--- config.mk ---
export PLATFORM = sky130hd
export DESIGN_NAME = ppp_div_step
export DESIGN_NICKNAME = d
export VERILOG_FILES = /design/src/rtl/pinhole_point_projector_defines.svh /design/src/rtl/ppp_pkg.sv /design/src/rtl/ppp_div_step.sv
export SDC_FILE = /design/constraint.sdc
export NUM_CORES = 1
export LEC_CHECK = 0
export BUFFER_PORTS_ARGS = -buffer_cell sky130_fd_sc_hd__buf_2
export CORE_ASPECT_RATIO = 0.6
export CORE_MARGIN = 10
export CORE_UTILIZATION = 52
export CTS_CLUSTER_DIAMETER = 30
export CTS_CLUSTER_SIZE = 10
export DETAILED_ROUTE_END_ITERATION = 6
export GPL_TIMING_DRIVEN = 0
export PLACE_DENSITY = 0.89
export SYNTH_ARGS = -nofsm -noshare
export SYNTH_HDL_FRONTEND = slang
export SYNTH_SLANG_ARGS = --single-unit
--- constraint.sdc ---
create_clock -name i_clk -period 7.4 [get_ports i_clk]
set_input_delay 0.37 -clock i_clk [delete_from_list [all_inputs] [get_ports i_clk]]
set_output_delay 0.37 -clock i_clk [all_outputs]
set_load 0.005 [all_outputs]
--- src/rtl/pinhole_point_projector_defines.svh ---
// Assertion macros for the pinhole point projector top level.
`ifndef PINHOLE_POINT_PROJECTOR_DEFINES_SVH
`define PINHOLE_POINT_PROJECTOR_DEFINES_SVH

// Same-cycle implication: whenever ante holds, cons holds in that cycle.
`define PPP_ASSERT_NOW(label, clk, rst_n, ante, cons, msg) \
    label: assert property (@(posedge clk) disable iff (!rst_n) (ante) |-> (cons)) \
        else $error(msg);

// Next-cycle implication: whenever ante holds, cons holds in the following cycle.
`define PPP_ASSERT_NEXT(label, clk, rst_n, ante, cons, msg) \
    label: assert property (@(posedge clk) disable iff (!rst_n) (ante) |=> (cons)) \
        else $error(msg);

`endif

--- src/rtl/ppp_pkg.sv ---
// Shared constants, word types and register codes for the pinhole point projector.
`timescale 1ns / 1ps

package ppp_pkg;

    // Field widths fixed by the interface.
    localparam int FRAC_W     = 16;
    localparam int XY_W       = 32;
    localparam int FOCAL_W    = 16;
    localparam int SCALE_W    = 16;
    localparam int CENTER_W   = 12;
    localparam int DIM_CFG_W  = 13;
    localparam int COLOR_W    = 8;
    localparam int ADDR_W     = 24;
    localparam int CFG_IDX_W  = 3;
    localparam int CFG_DATA_W = 16;

    // Largest frame dimension; rows and cols are clamped to it.
    localparam int MAX_DIM  = 4096;
    localparam int COORD_W  = $clog2(MAX_DIM);
    localparam int DIM_W    = COORD_W + 1;

    // Numerator magnitude |x| * f * scale and denominator (f << 16) + z.
    localparam int FS_W     = FOCAL_W + SCALE_W;
    localparam int NUM_W    = XY_W - 1 + FS_W;
    localparam int DEN_W    = FOCAL_W + FRAC_W + 2;
    localparam int AD_W     = DEN_W - 1;

    // A quotient of 2^QSAT_W or more can never land inside the frame.
    localparam int QSAT_W   = ((COORD_W > CENTER_W) ? COORD_W : CENTER_W) + 1;
    localparam int Q_W      = QSAT_W + 1;
    localparam int DIV_W    = AD_W + QSAT_W;
    localparam int S_W      = QSAT_W + 2;

    // Address arithmetic width, wide enough for both the product and the port.
    localparam int PROD_W   = COORD_W + DIM_W;
    localparam int ADDR_X_W = (PROD_W > ADDR_W) ? PROD_W : ADDR_W;

    // Configuration register indexes.
    localparam logic [CFG_IDX_W-1:0] CFG_FOCAL_LENGTH = 3'd0;
    localparam logic [CFG_IDX_W-1:0] CFG_U_CENTER     = 3'd1;
    localparam logic [CFG_IDX_W-1:0] CFG_V_CENTER     = 3'd2;
    localparam logic [CFG_IDX_W-1:0] CFG_U_SCALE      = 3'd3;
    localparam logic [CFG_IDX_W-1:0] CFG_V_SCALE      = 3'd4;
    localparam logic [CFG_IDX_W-1:0] CFG_FRAME_ROWS   = 3'd5;
    localparam logic [CFG_IDX_W-1:0] CFG_FRAME_COLS   = 3'd6;

    // Register values after reset.
    localparam logic [FOCAL_W-1:0]   FOCAL_RST  = 16'd100;
    localparam logic [CENTER_W-1:0]  CENTER_RST = 12'd200;
    localparam logic [SCALE_W-1:0]   SCALE_RST  = 16'd100;
    localparam logic [DIM_CFG_W-1:0] DIM_RST    = 13'd400;

    // Input word: one colored point.
    typedef struct packed {
        logic signed [XY_W-1:0] point_x;
        logic signed [XY_W-1:0] point_y;
        logic signed [XY_W-1:0] point_z;
        logic [COLOR_W-1:0]     red_in;
        logic [COLOR_W-1:0]     green_in;
        logic [COLOR_W-1:0]     blue_in;
    } t_point_in;

    // Output word: one frame-buffer write.
    typedef struct packed {
        logic [ADDR_W-1:0]  pixel_address;
        logic [COLOR_W-1:0] red_out;
        logic [COLOR_W-1:0] green_out;
        logic [COLOR_W-1:0] blue_out;
    } t_pixel_out;

    typedef struct packed {
        logic [COLOR_W-1:0] red;
        logic [COLOR_W-1:0] green;
        logic [COLOR_W-1:0] blue;
    } t_color;

    // Word carried through the divider chain.
    typedef struct packed {
        logic [NUM_W-1:0] rem_u;
        logic [NUM_W-1:0] rem_v;
        logic [DIV_W-1:0] div;
        logic [Q_W-1:0]   q_u;
        logic [Q_W-1:0]   q_v;
        logic             neg_u;
        logic             neg_v;
        t_color           color;
    } t_div_bus;

    // Frame geometry seen by the back end.
    typedef struct packed {
        logic [CENTER_W-1:0] u_center;
        logic [CENTER_W-1:0] v_center;
        logic [DIM_W-1:0]    rows_eff;
        logic [DIM_W-1:0]    cols_eff;
    } t_geom;

endpackage

--- src/rtl/ppp_div_step.sv ---
// One restoring division stage: one quotient bit for u and for v.
`timescale 1ns / 1ps

module ppp_div_step (
    input  logic              i_clk,
    input  logic              i_rst_n,
    input  logic              i_valid,
    output logic              o_ready,
    input  ppp_pkg::t_div_bus i_bus,
    output logic              o_valid,
    input  logic              i_ready,
    output ppp_pkg::t_div_bus o_bus
);
    import ppp_pkg::*;

    logic             r_valid;
    t_div_bus         r_bus;
    t_div_bus         n_bus;

    logic             w_en;
    logic [NUM_W-1:0] w_dext;
    logic             w_ge_u;
    logic             w_ge_v;

    assign w_en    = !r_valid || i_ready;
    assign o_ready = w_en;

    // Trial subtract of the aligned divisor; the divisor then moves one bit down.
    assign w_dext = {{(NUM_W-DIV_W){1'b0}}, i_bus.div};
    assign w_ge_u = i_bus.rem_u >= w_dext;
    assign w_ge_v = i_bus.rem_v >= w_dext;

    always_comb begin
        n_bus       = i_bus;
        n_bus.rem_u = w_ge_u ? (i_bus.rem_u - w_dext) : i_bus.rem_u;
        n_bus.rem_v = w_ge_v ? (i_bus.rem_v - w_dext) : i_bus.rem_v;
        n_bus.q_u   = {i_bus.q_u[Q_W-2:0], w_ge_u};
        n_bus.q_v   = {i_bus.q_v[Q_W-2:0], w_ge_v};
        n_bus.div   = i_bus.div >> 1;
    end

    always_ff @(posedge i_clk) begin
        if (!i_rst_n) begin
            r_valid <= 1'b0;
        end else if (w_en) begin
            r_valid <= i_valid;
        end
    end

    always_ff @(posedge i_clk) begin
        if (w_en) begin
            r_bus <= n_bus;
        end
    end

    assign o_valid = r_valid;
    assign o_bus   = r_bus;

endmodule

[Yosys cells after proc, flatten, opt, wreduce, memory -nomap -nowiden]
Index checks and enable logic that the tools add are counted.
Word-level totals
  word-level logic and storage cells: 19
  input port bits: 230
  flip-flop bits (word level): 226
Operators by class
  add/subtract/negate cells: 2
  $lt $le $gt $ge: 2
  reductions and logical operators: 2
  muxes and demuxes: 2
Operators with widths (number)
  $ge A63 B46 Y1: 2
  $mux W63: 2
  $sub A63 B46 Y63: 2
  $logic_not A1 Y1: 1
  $logic_or A1 B1 Y1: 1

[Depth between registers and ports, before layout]
  depth after elaboration: 2
  gate-level depth with buffers: 13
  mapped depth without buffers: 13

[Least setup slack after synthesis]
No wires, ideal clock.
  path kind: input to register
  start: input port i_ready
  end: register r_valid (netlist: o_valid)
  library setup time: 0.399 ns
  required time: 7.001 ns
  buffers on the path: 0
  arrival time: 6.325 ns
  setup slack: 0.676 ns
  stages on the path: 2
  path through: nand2b_1 > a21boi_0
Between the ends
  cells in the longest elaborated chain, start to end: 1
Ends and longest elaborated chain
  start, declared: line ppp_div_step.sv:11  | input logic i_ready,
  $logic_or A1 B1 Y1: line ppp_div_step.sv:25  | assign w_en = !r_valid || i_ready;
  end signal, assigned: line ppp_div_step.sv:46  | r_valid <= i_valid;
  end, declared: line ppp_div_step.sv:16  | logic r_valid;
Every way passes these cells.
A chain may end at the register's enable or synchronous reset.

==> flow_summary_export.csv <==
group,metric,value,unit
run_status,status,"complete, no violations",
power,switching_share,29.35,%
yosys,syn_inst,1460,
critical_path,worstPathRequired,7.71,ns
drt,via_count,14242,
global_routing,grt_max_degree,75,
yosys,synth_edf_count,225,
yosys,synthDominantCellAreaShare,46.54,%
clock_network,clk_pin_slew,0.05,ns
global_routing,antenna_found_initial,7,
critical_path,cpMostUsedCell,"buf_2",
clock_network,cts_buffers,39,
yosys,ys_ff_latch,226,
floorplan,std_cell_rows,47,
floorplan,dieArea,35220,um2
sta,max_slew_margin,35.52,%
clock_network,tritoncts,"yes",
critical_path,start_kind,"primary input",
critical_path,crit_buf_inv,5,
clock_network,cts-root-buf,"clkbuf_16",
yosys,synthDistinctLibCells,85,
sta,hold_viol,0,
critical_path,path_max_fanout,10,
drt,wire_per_inst,23.92,um
yosys,syn-num-nets,1786,
power,intPower,3.126,mW
flow_run,cap_violations,0,
power,p_total,4.424,mW
power,clkPwrFrac,39.1,%
power,p_comb_share,23.3,%
critical_path,crit_type,"primary input to flop",
critical_path,max_stage_delay,0.66,ns
global_routing,grt_pass1_vias,13592,
critical_path,end_kind,"flop",
global_routing,grt_usage,30.52,%
floorplan,dieWidth,235.7,um
critical_path,cpMaxStageDelayCell,"clkbuf_1",
clock_network,htreeDepth,2,
clock_network,cts_buffer_depth,3,
drt,ant_nets,0,
drt,drt-pass1-iter-count,6,
critical_path,arrival,3.96,ns
clock_network,cts_num_sinks,226,
yosys,avgSynthCellArea,9.944,um2
yosys,synth_seq_area_share,46.68,%
sta,fin_skew,0.01866,ns
power,pwr_density_cell,235.5,nW/um2
yosys,synth_area_leader_cell,"edfxtp_1",
drt,wl,56890,um
critical_path,rrSetupSlack,5.90,ns
final_layout,regArea,6777,um2
final_layout,drive_gt1_share,28.88,%
critical_path,cpLargestDelayFamily,"buffers and inverters",
yosys,async_flop_share,0,%
sta,period_minus_slack,3.653,ns
critical_path,worstPathCellList,"buf_2 -> inv_1 -> ha_1 -> buf_2 -> a21oi_1 -> o21ai_0 -> a31oi_1 -> a2111o_1 -> a21oi_2 -> nor3b_4 -> clkbuf_1 -> buf_2 -> nand2_1 -> o21ai_0",
final_layout,fill_cells,2165,
yosys,synthTopCellsByArea,"edfxtp_1 (47%), ha_1 (8.1%), a21oi_1 (5.1%)",
clock_network,postCtsSetupBuffers,0,
placement,numPortBuffers,453,
drt,drtIter0Drc,2081,
yosys,yosys_warnings,0,
floorplan,initial_utilization,52.75,%
global_routing,grt_pass1_wl,83310,um
sta,rsz0062_at_grt,"no",
sta,tightest_slew,0.9590,ns
sta,final-setup-viol-count,0,
floorplan,ios,458,
power,seqPwrFrac,37.6,%
power,p_sw,1.299,mW
drt,drc_errors,0,
final_layout,nets,2302,
placement,dpl.hpwl,45750,um
placement,routabilityCongestion,1.022,
final_layout,area_growth,29.41,%
sta,fmax,273.7,MHz
worst_hold_path,min_path_type,"primary input to flop",
sta,layout_worst_path_cycle_share,49.37,%
floorplan,core-area,27520,um2
clock_network,clock_latency,0.54,ns
floorplan,fp.dieH,149.4,um
final_layout,multi_input_area,7214,um2
yosys,syn_area,14520,um2
power,vdd_drop_max,0.2743,mV
sta,finalMaxSlewViolations,0,
global_routing,grt_overflow_total,0,
yosys,ys.flop_type,"edfxtp_1",
sta,holdWs,0.01413,ns
drt,routed_via_density,5.989,
power,p_leak,8.097,nW
-- through the flow --
step	TNS, ns	worst slack [ns]	util, %	instance area [um2]	std cells
after floorplan	0	0.6759	-	14520	1460
after global placement	-221.76	-1.520	62.66	17240	2280
after detailed placement	0	3.429	62.98	17330	2283
after CTS	0	3.960	68.17	18760	2371
after global routing	0	3.669	68.25	18780	2377
final	0	3.747	68.26	18790	2378
-- state kept, by name, summed over array words and instances (netlist names) --
register  cells
o_bus       225
o_valid       1
-- final cells by class --
| cell class | instances | area share [%] |
|---|---|---|
| Tap cell | 367 | 2.444 |
| Buffer | 58 | 1.299 |
| Inverter | 77 | 1.545 |
| Clock inverter | 22 | 1.152 |
| Clock buffer | 48 | 5.488 |
| Sequential cell | 226 | 36.07 |
| Timing Repair Buffer | 475 | 13.52 |
| Multi-Input combinational cell | 1099 | 38.40 |
| Antenna cell | 6 | 0.07992 |
-- cell usage in the layout (no fill, tap or decap), drive strengths merged, types with 10 or more instances in the layout --
master       count
nand3           23
edfxtp         225
xnor2           63
and3            10
mux2            13
and2            10
nand2b          15
o21ai          118
nor3            34
nor4            20
inv             79
a21oi          149
o211ai          11
xor2            55
clkinv          16
buf            475
a21o            28
nand2          147
clkbuf          87
or3             13
o21bai          15
a31oi           13
nand4           41
o21a            13
ha              94
nor2           119
dlygate4sd3     19
a211oi          12
-- cells by family after synthesis --
family                     synth area share (%)
buffers and inverters                     3.680
DFF                                       46.68
other                                   0.02583
AOI/OAI and AO/OA                         17.54
and+or+nand+nor                           15.50
muxes                                     1.077
adders and majority gates                 8.377
xor gates and xnor gates                  7.119
-- power by group through the flow --
stage / Sequential, mW / Clock (mW) / Combinational [mW]
after global routing: 1.68 / 1.81 / 1.11
after detailed placement: 1.69 / 0 / 0.992
final: 1.67 / 1.73 / 1.03
after global placement: 1.70 / 0 / 0.969
after floorplan: 1.72 / 0 / 0.513
after CTS: 1.67 / 1.74 / 1.01
-- layer usage --
layer	routed length, um	vias up	global-route usage (%)
met3	6759	109	8.257
li1	-	6457	-
met4	1407	4	8.331
met5	30	-	0
met2	25670	910	47.50
met1	23020	6762	41.42
-- path summary, 6_finish.rpt --
kind	cells after the start	startpoint	to
worst max register to register	2	o_valid	o_bus[9]
worst min-delay path	1	i_bus[50]	o_bus[51]
worst max-delay path	14	i_bus[64]	o_bus[128]
worst min register to register	1	o_valid	o_bus[110]
-- Yosys cell counts (all sizes together), types with 15 or more instances --
cell type / number
nand4: 41
o21bai: 15
nand2: 147
o21ai: 118
nor3: 34
nand2b: 15
a21oi: 149
nand3: 23
nor4: 20
inv: 76
clkbuf: 39
buf: 19
nor2: 119
a21o: 28
xor2: 55
edfxtp: 225
xnor2: 63
ha: 94
-- what timing repair did --
action	4_1_cts	5_1_grt
resized for setup	0	0
endpoints found under the hold margin	18	1
hold buffers	18	1
No activity file was read; power rests on OpenSTA's default activity.
