===== src/rtl/pinhole_point_projector_defines.svh =====
// Assertion macros for the pinhole point projector top level.
`ifndef PINHOLE_POINT_PROJECTOR_DEFINES_SVH
`define PINHOLE_POINT_PROJECTOR_DEFINES_SVH

// Same-cycle implication: whenever ante holds, cons holds in that cycle.
`define PPP_ASSERT_NOW(label, clk, rst_n, ante, cons, msg) \
    label: assert property (@(posedge clk) disable iff (!rst_n) (ante) |-> (cons)) \
        else $error(msg);

// Next-cycle implication: whenever ante holds, cons holds in the following cycle.
`define PPP_ASSERT_NEXT(label, clk, rst_n, ante, cons, msg) \
    label: assert property (@(posedge clk) disable iff (!rst_n) (ante) |=> (cons)) \
        else $error(msg);

`endif


===== src/rtl/ppp_pkg.sv =====
// Shared constants, word types and register codes for the pinhole point projector.
`timescale 1ns / 1ps

package ppp_pkg;

    // Field widths fixed by the interface.
    localparam int FRAC_W     = 16;
    localparam int XY_W       = 32;
    localparam int FOCAL_W    = 16;
    localparam int SCALE_W    = 16;
    localparam int CENTER_W   = 12;
    localparam int DIM_CFG_W  = 13;
    localparam int COLOR_W    = 8;
    localparam int ADDR_W     = 24;
    localparam int CFG_IDX_W  = 3;
    localparam int CFG_DATA_W = 16;

    // Largest frame dimension; rows and cols are clamped to it.
    localparam int MAX_DIM  = 4096;
    localparam int COORD_W  = $clog2(MAX_DIM);
    localparam int DIM_W    = COORD_W + 1;

    // Numerator magnitude |x| * f * scale and denominator (f << 16) + z.
    localparam int FS_W     = FOCAL_W + SCALE_W;
    localparam int NUM_W    = XY_W - 1 + FS_W;
    localparam int DEN_W    = FOCAL_W + FRAC_W + 2;
    localparam int AD_W     = DEN_W - 1;

    // A quotient of 2^QSAT_W or more can never land inside the frame.
    localparam int QSAT_W   = ((COORD_W > CENTER_W) ? COORD_W : CENTER_W) + 1;
    localparam int Q_W      = QSAT_W + 1;
    localparam int DIV_W    = AD_W + QSAT_W;
    localparam int S_W      = QSAT_W + 2;

    // Address arithmetic width, wide enough for both the product and the port.
    localparam int PROD_W   = COORD_W + DIM_W;
    localparam int ADDR_X_W = (PROD_W > ADDR_W) ? PROD_W : ADDR_W;

    // Configuration register indexes.
    localparam logic [CFG_IDX_W-1:0] CFG_FOCAL_LENGTH = 3'd0;
    localparam logic [CFG_IDX_W-1:0] CFG_U_CENTER     = 3'd1;
    localparam logic [CFG_IDX_W-1:0] CFG_V_CENTER     = 3'd2;
    localparam logic [CFG_IDX_W-1:0] CFG_U_SCALE      = 3'd3;
    localparam logic [CFG_IDX_W-1:0] CFG_V_SCALE      = 3'd4;
    localparam logic [CFG_IDX_W-1:0] CFG_FRAME_ROWS   = 3'd5;
    localparam logic [CFG_IDX_W-1:0] CFG_FRAME_COLS   = 3'd6;

    // Register values after reset.
    localparam logic [FOCAL_W-1:0]   FOCAL_RST  = 16'd100;
    localparam logic [CENTER_W-1:0]  CENTER_RST = 12'd200;
    localparam logic [SCALE_W-1:0]   SCALE_RST  = 16'd100;
    localparam logic [DIM_CFG_W-1:0] DIM_RST    = 13'd400;

    // Input word: one colored point.
    typedef struct packed {
        logic signed [XY_W-1:0] point_x;
        logic signed [XY_W-1:0] point_y;
        logic signed [XY_W-1:0] point_z;
        logic [COLOR_W-1:0]     red_in;
        logic [COLOR_W-1:0]     green_in;
        logic [COLOR_W-1:0]     blue_in;
    } t_point_in;

    // Output word: one frame-buffer write.
    typedef struct packed {
        logic [ADDR_W-1:0]  pixel_address;
        logic [COLOR_W-1:0] red_out;
        logic [COLOR_W-1:0] green_out;
        logic [COLOR_W-1:0] blue_out;
    } t_pixel_out;

    typedef struct packed {
        logic [COLOR_W-1:0] red;
        logic [COLOR_W-1:0] green;
        logic [COLOR_W-1:0] blue;
    } t_color;

    // Word carried through the divider chain.
    typedef struct packed {
        logic [NUM_W-1:0] rem_u;
        logic [NUM_W-1:0] rem_v;
        logic [DIV_W-1:0] div;
        logic [Q_W-1:0]   q_u;
        logic [Q_W-1:0]   q_v;
        logic             neg_u;
        logic             neg_v;
        t_color           color;
    } t_div_bus;

    // Frame geometry seen by the back end.
    typedef struct packed {
        logic [CENTER_W-1:0] u_center;
        logic [CENTER_W-1:0] v_center;
        logic [DIM_W-1:0]    rows_eff;
        logic [DIM_W-1:0]    cols_eff;
    } t_geom;

endpackage


===== src/rtl/ppp_back.sv =====
// Back end: signed rounding, center offset and bounds test, then the pixel address.
`timescale 1ns / 1ps

module ppp_back (
    input  logic                i_clk,
    input  logic                i_rst_n,
    input  logic                i_valid,
    output logic                o_ready,
    input  ppp_pkg::t_div_bus   i_bus,
    input  ppp_pkg::t_geom      i_geom,
    output logic                o_valid,
    input  logic                i_stall,
    output ppp_pkg::t_pixel_out o_pixel
);
    import ppp_pkg::*;

    typedef struct packed {
        logic               ok;
        logic [COORD_W-1:0] value;
    } t_coord;

    // Truncated pixel coordinate from magnitude quotient, sign and offset.
    // The quotient is floored first, the offset added, and a negative inexact
    // sum stepped back up so the whole result truncates toward zero.
    function automatic t_coord f_coord(
        input logic [Q_W-1:0]      q,
        input logic                inexact,
        input logic                neg,
        input logic [CENTER_W-1:0] off,
        input logic [DIM_W-1:0]    lim
    );
        logic signed [S_W-1:0] qm;
        logic signed [S_W-1:0] bump;
        logic signed [S_W-1:0] fq;
        logic signed [S_W-1:0] s;
        logic signed [S_W-1:0] sa;
        logic signed [S_W-1:0] zero;
        t_coord                res;
        qm    = $signed({{(S_W-QSAT_W){1'b0}}, q[QSAT_W-1:0]});
        bump  = $signed({{(S_W-1){1'b0}}, inexact});
        zero  = '0;
        fq    = neg ? (-qm - bump) : qm;
        s     = fq + $signed({{(S_W-CENTER_W){1'b0}}, off});
        sa    = (s < zero) ? (s + bump) : s;
        // A set top quotient bit means the quotient saturated, which also
        // covers a zero denominator: the point cannot fall inside the frame.
        res.ok    = !q[Q_W-1] && (sa > zero)
                  && (sa < $signed({{(S_W-DIM_W){1'b0}}, lim}));
        res.value = sa[COORD_W-1:0];
        return res;
    endfunction

    logic               r_a_valid;
    logic [COORD_W-1:0] r_a_u;
    logic [COORD_W-1:0] r_a_v;
    t_color             r_a_color;

    logic               r_b_valid;
    t_pixel_out         r_b_pixel;
    t_pixel_out         n_b_pixel;

    logic               w_en_a;
    logic               w_en_b;
    t_coord             w_u;
    t_coord             w_v;
    logic [ADDR_X_W-1:0] w_addr;

    assign w_en_b  = !r_b_valid || !i_stall;
    assign w_en_a  = !r_a_valid || w_en_b;
    assign o_ready = w_en_a;

    // Stage A: both coordinates and the frame test; points outside are dropped.
    assign w_u = f_coord(i_bus.q_u, |i_bus.rem_u, i_bus.neg_u,
                         i_geom.u_center, i_geom.rows_eff);
    assign w_v = f_coord(i_bus.q_v, |i_bus.rem_v, i_bus.neg_v,
                         i_geom.v_center, i_geom.cols_eff);

    always_ff @(posedge i_clk) begin
        if (!i_rst_n) begin
            r_a_valid <= 1'b0;
        end else if (w_en_a) begin
            r_a_valid <= i_valid && w_u.ok && w_v.ok;
        end
    end

    always_ff @(posedge i_clk) begin
        if (w_en_a) begin
            r_a_u     <= w_u.value;
            r_a_v     <= w_v.value;
            r_a_color <= i_bus.color;
        end
    end

    // Stage B: row-major address u * cols + v; this register is the output.
    assign w_addr = ADDR_X_W'(r_a_u) * ADDR_X_W'(i_geom.cols_eff) + ADDR_X_W'(r_a_v);

    always_comb begin
        n_b_pixel.pixel_address = w_addr[ADDR_W-1:0];
        n_b_pixel.red_out       = r_a_color.red;
        n_b_pixel.green_out     = r_a_color.green;
        n_b_pixel.blue_out      = r_a_color.blue;
    end

    always_ff @(posedge i_clk) begin
        if (!i_rst_n) begin
            r_b_valid <= 1'b0;
        end else if (w_en_b) begin
            r_b_valid <= r_a_valid;
        end
    end

    always_ff @(posedge i_clk) begin
        if (w_en_b) begin
            r_b_pixel <= n_b_pixel;
        end
    end

    assign o_valid = r_b_valid;
    assign o_pixel = r_b_pixel;

endmodule


===== config.mk =====
export PLATFORM = sky130hd
export DESIGN_NAME = ppp_back
export DESIGN_NICKNAME = d
export VERILOG_FILES = /design/src/rtl/pinhole_point_projector_defines.svh /design/src/rtl/ppp_pkg.sv /design/src/rtl/ppp_back.sv
export SDC_FILE = /design/constraint.sdc
export NUM_CORES = 1
export LEC_CHECK = 0
export BUFFER_PORTS_ARGS = -buffer_cell sky130_fd_sc_hd__buf_2
export CORE_MARGIN = 1
export CORE_UTILIZATION = 50
export CTS_CLUSTER_SIZE = 16
export DETAILED_ROUTE_END_ITERATION = 12
export PLACE_DENSITY = 0.79
export SYNTH_ARGS = -nofsm -noshare
export SYNTH_HDL_FRONTEND = slang
export SYNTH_SLANG_ARGS = --single-unit

===== constraint.sdc =====
create_clock -name i_clk -period 13.55 [get_ports i_clk]
set_clock_uncertainty 0.15 [all_clocks]
set_input_delay 1.355 -clock i_clk [delete_from_list [all_inputs] [get_ports i_clk]]
set_output_delay 1.355 -clock i_clk [all_outputs]
set_load 0.02 [all_outputs]

== Word level (Yosys, flattened, before mapping) ==
Cells that the tools add are included.

* Memories kept: 0
* Bits in writable memories: 0
* Input port bits: 280
* Logic and storage cells: 46
* Latch bits: 0
* Bits in read-only memories: 0
* Register bits after elaboration: 98

* Bitwise logic cells: 0
* Eq/ne operators: 0
* Muxes and demuxes: 4
* Order comparisons: 6
* $add $sub $neg: 9
* Shift-type cells: 0
* $mul: 1
* Div/mod/pow operators: 0
* Reductions and logical operators: 15

{| class="wikitable"
|+ Operator list
! cell !! number
|-
| $reduce_or A63 Y1 || 2
|-
| $mux W15 || 4
|-
| $add A15 B13 Y15 || 2
|-
| $add A15 B2 Y15 || 2
|-
| $gt A15 B1 Y1 const B || 2
|-
| $lt A15 B1 Y1 const B || 2
|-
| $lt A15 B14 Y1 || 2
|-
| $neg A13 Y15 || 2
|-
| $sub A15 B2 Y15 || 2
|-
| $add A24 B12 Y24 || 1
|-
| $mul A12 B13 Y24 || 1
|-
| $logic_and A1 B1 Y1 || 6
|-
| $logic_not A1 Y1 || 5
|-
| $logic_or A1 B1 Y1 || 2
|}

== Longest topological paths before layout ==
* Word-level depth: 11
* Depth in mapped cells: 36
* Depth with buffers taken out: 34

== Worst setup path after synthesis ==
OpenSTA, ideal clock, no wires.

* Kind: input to register
* Start: in i_bus[110] (netlist bit)
* End: reg r_a_valid
* Required time: 13.278 ns
* Slack: 6.279 ns
* Stages: 35
* Arrival: 6.999 ns
* Library setup time: 0.122 ns
* Cells stage by stage: nor4_1 nand4_1 nor4_1 ha_1 ha_1 inv_1 ha_1 o21ba_1 o211ai_2 a21oi_1 nor2_1 nor2_1 o21bai_1 a21oi_1 xnor2_1 nand2_1 o21ai_0 ha_1 a21o_1 a31o_2 a21oi_1 or2_1 clkbuf_1 nand3_1 xnor2_1 ha_1 a21o_1 a21o_1 a21oi_1 nor3_1 a2111oi_0 o21ai_0 nor3_1 o2111ai_1 o22ai_1

{| class="wikitable"
|+ RTL lines
! element !! line !! source
|-
| from (decl) || ppp_back.sv:9 || <nowiki>input ppp_pkg::t_div_bus i_bus,</nowiki>
|-
| to (signal assigned) || ppp_back.sv:82 || <nowiki>r_a_valid <= i_valid && w_u.ok && w_v.ok;</nowiki>
|-
| to (decl) || ppp_back.sv:53 || <nowiki>logic r_a_valid;</nowiki>
|}

== Worst setup path after layout ==
* Start: in i_bus[166] (netlist bit)
* End: reg r_a_valid

* Cells in the longest elaborated chain, start to end: 11

{| class="wikitable"
|+ Ends and longest elaborated chain
! element !! line !! source
|-
| $reduce_or A63 Y1 (*) || ppp_back.sv:73 || <nowiki>assign w_u = f_coord(i_bus.q_u, |i_bus.rem_u, i_bus.neg_u,</nowiki>
|-
| $sub A15 B2 Y15 || ppp_back.sv:42 || <nowiki>fq = neg ? (-qm - bump) : qm;</nowiki>
|-
| $mux W15 || ppp_back.sv:42 ||
|-
| $add A15 B13 Y15 || ppp_back.sv:43 || <nowiki>s = fq + $signed({{(S_W-CENTER_W){1'b0}}, off});</nowiki>
|-
| $add A15 B2 Y15 or $lt A15 B1 Y1 (tied branches) || ppp_back.sv:44 || <nowiki>sa = (s < zero) ? (s + bump) : s;</nowiki>
|-
| $mux W15 (*) || ppp_back.sv:44 ||
|-
| $gt A15 B1 Y1 || ppp_back.sv:47 || <nowiki>res.ok = !q[Q_W-1] && (sa > zero)</nowiki>
|-
| $logic_and A1 B1 Y1 || ppp_back.sv:47 ||
|-
| $logic_and A1 B1 Y1 (*) || ppp_back.sv:48 || <nowiki>&& (sa < $signed({{(S_W-DIM_W){1'b0}}, lim}));</nowiki>
|-
| $logic_and A1 B1 Y1 (*) (2 in series) || ppp_back.sv:82 ||
|}

Mark *: on every way between the ends. The rest lies on a longest branch, timed or not.
A chain may end at the register's enable or synchronous reset.

==> results_dict.tcl <==
set metrics [dict create \
    nets 2155 \
    arrival_ps 8430 \
    cts_root_buf "clkbuf_16" \
    fin_crit_sh_pct 61.1 \
    setup_violations 0 \
    numCtsBuffers 9 \
    gp_congestion 0.961 \
    yosysMostFrequentCell "inv_1" \
    insertion_delay_ps 370 \
    setup.worst_path.end_class "flip-flop" \
    synth.avg_cell_area_sq_um 9.33 \
    drt_wl_total_um 30500 \
    grt_max_degree 50 \
    maxCapViolCount 0 \
    synth_fp_nets 1895 \
    grt_pass1_wl_um 49600 \
    clk_transition_reported_paths_ps 80 \
    period_minus_slack_ps 8280 \
    slowest_stage "and3_1" \
    cts.sink_count 98 \
    startpoint_type "input port" \
    worst_pin_slew_ps 897 \
    grt_setup_unrepaired "no" \
    ant_nets 0 \
    wire_per_inst_um 15.8 \
    hpwl_um 25600 \
    required_ps 13700 \
    synth-edff-count 96 \
    outcome "completed" \
    die_w_um 160 \
    top_usage_layer "met2" \
    crit_path_frequent_cell "ha_1" \
    synth_cells 1340 \
    synth_area_leaders "edfxtp_1 (23%), fa_1 (20%), ha_1 (15%)" \
    ff2ff_path_depth 22 \
    maxSlewViolCount 0 \
    cts_resized 0 \
    die_area_sq_mm 0.0256 \
    synthArstFlopShare_pct 0 \
    synth_ff_type "edfxtp_1" \
    vias 10533 \
    io_pins 330 \
    setup-tns-final_ps 0 \
    cts_tree "yes" \
    max_stage_delay_ps 520 \
    track_usage_pct 24.1 \
    grt_use_met2_pct 42.5 \
    final_area_sq_mm 0.0145 \
    drt_first_pass_iters 5 \
    htreeDepth 3 \
    relSlewSlack_pct 39.4 \
    syn_area_sq_mm 0.0125 \
    synth_top_area_share_pct 23.1 \
    post-cts-setup-buffers 0 \
    initial_core_util_pct 51.3 \
    yosys.area.top_type "edfxtp_1" \
    yosys_register_bits 98 \
    areaGrowthSynthToFinish_pct 16.3 \
    holdBufCountCts 0 \
    holdPathStages 0 \
    critPathKind "input port to flip-flop" \
    place_area_sq_mm 0.0142 \
    rows 57 \
    clock_path_buffers 2 \
    synth_common_cells "inv_1 (215), ha_1 (153), nand2_1 (150)" \
    fp.coreArea_sq_mm 0.0244 \
    fmaxAchievable_ghz 0.121 \
    die_h_um 160 \
    grt_overflow_total 0 \
    drc 0 \
    drt_iter0_markers 544 \
    antenna_found_initial 8 \
    port_buffers 283 \
    min_path_type "flip-flop to flip-flop" \
    grt.met1_usage_pct 29.0 \
    synth_warnings 0 \
    yosysUniqueCellTypes 69 \
    drive_gt1_share_pct 20.0 \
    vias_per_cell 5.45 \
    seq_area_frac_synth_pct 23.4 \
    finalHoldViolCount 0 \
    critPathMaxFanout 16 \
    grtUsageMet3_pct 3.66 \
    grt_pass1_vias 10704 \
]
[critical path: cells and delay by family]
kind | cells | cell delay, ps
and+or+nand+nor | 12 | 3070
buffers and inverters | 2 | 150
adders and majority gates | 5 | 1180
AOI/OAI and AO/OA | 11 | 2360
xor gates and xnor gates | 2 | 290
[state kept, by name (all words and copies together) (netlist names)]
| signal | count |
|---|---|
| n_b_pixel | 24 |
| o_pixel | 48 |
| o_valid | 1 |
| r_a_u | 12 |
| r_a_v | 12 |
| r_a_valid | 1 |
[final cells by class]
cell class | instances | area, sq um
antenna | 5 | 12.5
clock inverter | 7 | 96.3
clock buffer | 9 | 225
sequential | 98 | 2920
fill | 2091 | 9850
tap | 324 | 405
timing repair buffer | 285 | 1430
inverter | 215 | 807
multi-input combinational | 991 | 8640
[per-stage QoR]
stage | util [%] | setup WS, ps | hold WS (ps) | std cells
after floorplan | - | 6280 | 250 | 1340
after global placement | 58.3 | 4960 | 250 | 1913
after detailed placement | 58.3 | 4830 | 255 | 1913
after CTS | 59.6 | 5190 | 267 | 1929
after global routing | 59.6 | 4530 | 268 | 1933
final | 59.6 | 5270 | 265 | 1934
[final timing paths]
check                      from     endpoint  slack (ps)
setup / recovery     i_bus[166]    r_a_valid        5270
hold / removal    n_b_pixel[19]  o_pixel[19]         260
setup reg to reg       r_a_u[0]  o_pixel[47]        7070
hold reg to reg   n_b_pixel[19]  o_pixel[19]         260
[cell families (layout without fill, tap and decap cells)]
kind of cell               Yosys count  count (layout)  synth area share [%]
muxes                               10              10                 0.820
AOI/OAI and AO/OA                  210             210                  11.2
DFF                                 98              98                  23.4
adders and majority gates          275             275                  34.8
xor gates and xnor gates            82              82                  5.74
and+or+nand+nor                    414             414                  16.5
other                                0               5                     0
buffers and inverters              251             516                  7.56
[placed cells by master, fill, tap and decap left out, drive strengths merged, types with 8 or more instances in the layout]
cell type    n
buf        285
inv        218
ha         153
nand2      150
fa         122
edfxtp      96
xnor2       64
a21oi       62
and2        61
nor2        52
o21ai       49
nor4        36
nand3       29
nand4       22
nor3        18
xor2        18
a21o        17
and3        10
o21bai       9
clkbuf       9
nor2b        8
nand2b       8
mux2i        8
o211ai       8
[routing by layer]
layer | wire length (um) | vias up
li1 | - | 5096
met1 | 12300 | 4991
met2 | 15300 | 378
met3 | 1860 | 64
met4 | 1010 | 4
met5 | 23 | -
Power is left out: the tool's default activity adds up to more than one toggle a clock period on the data nets, which glitch-free logic cannot reach.
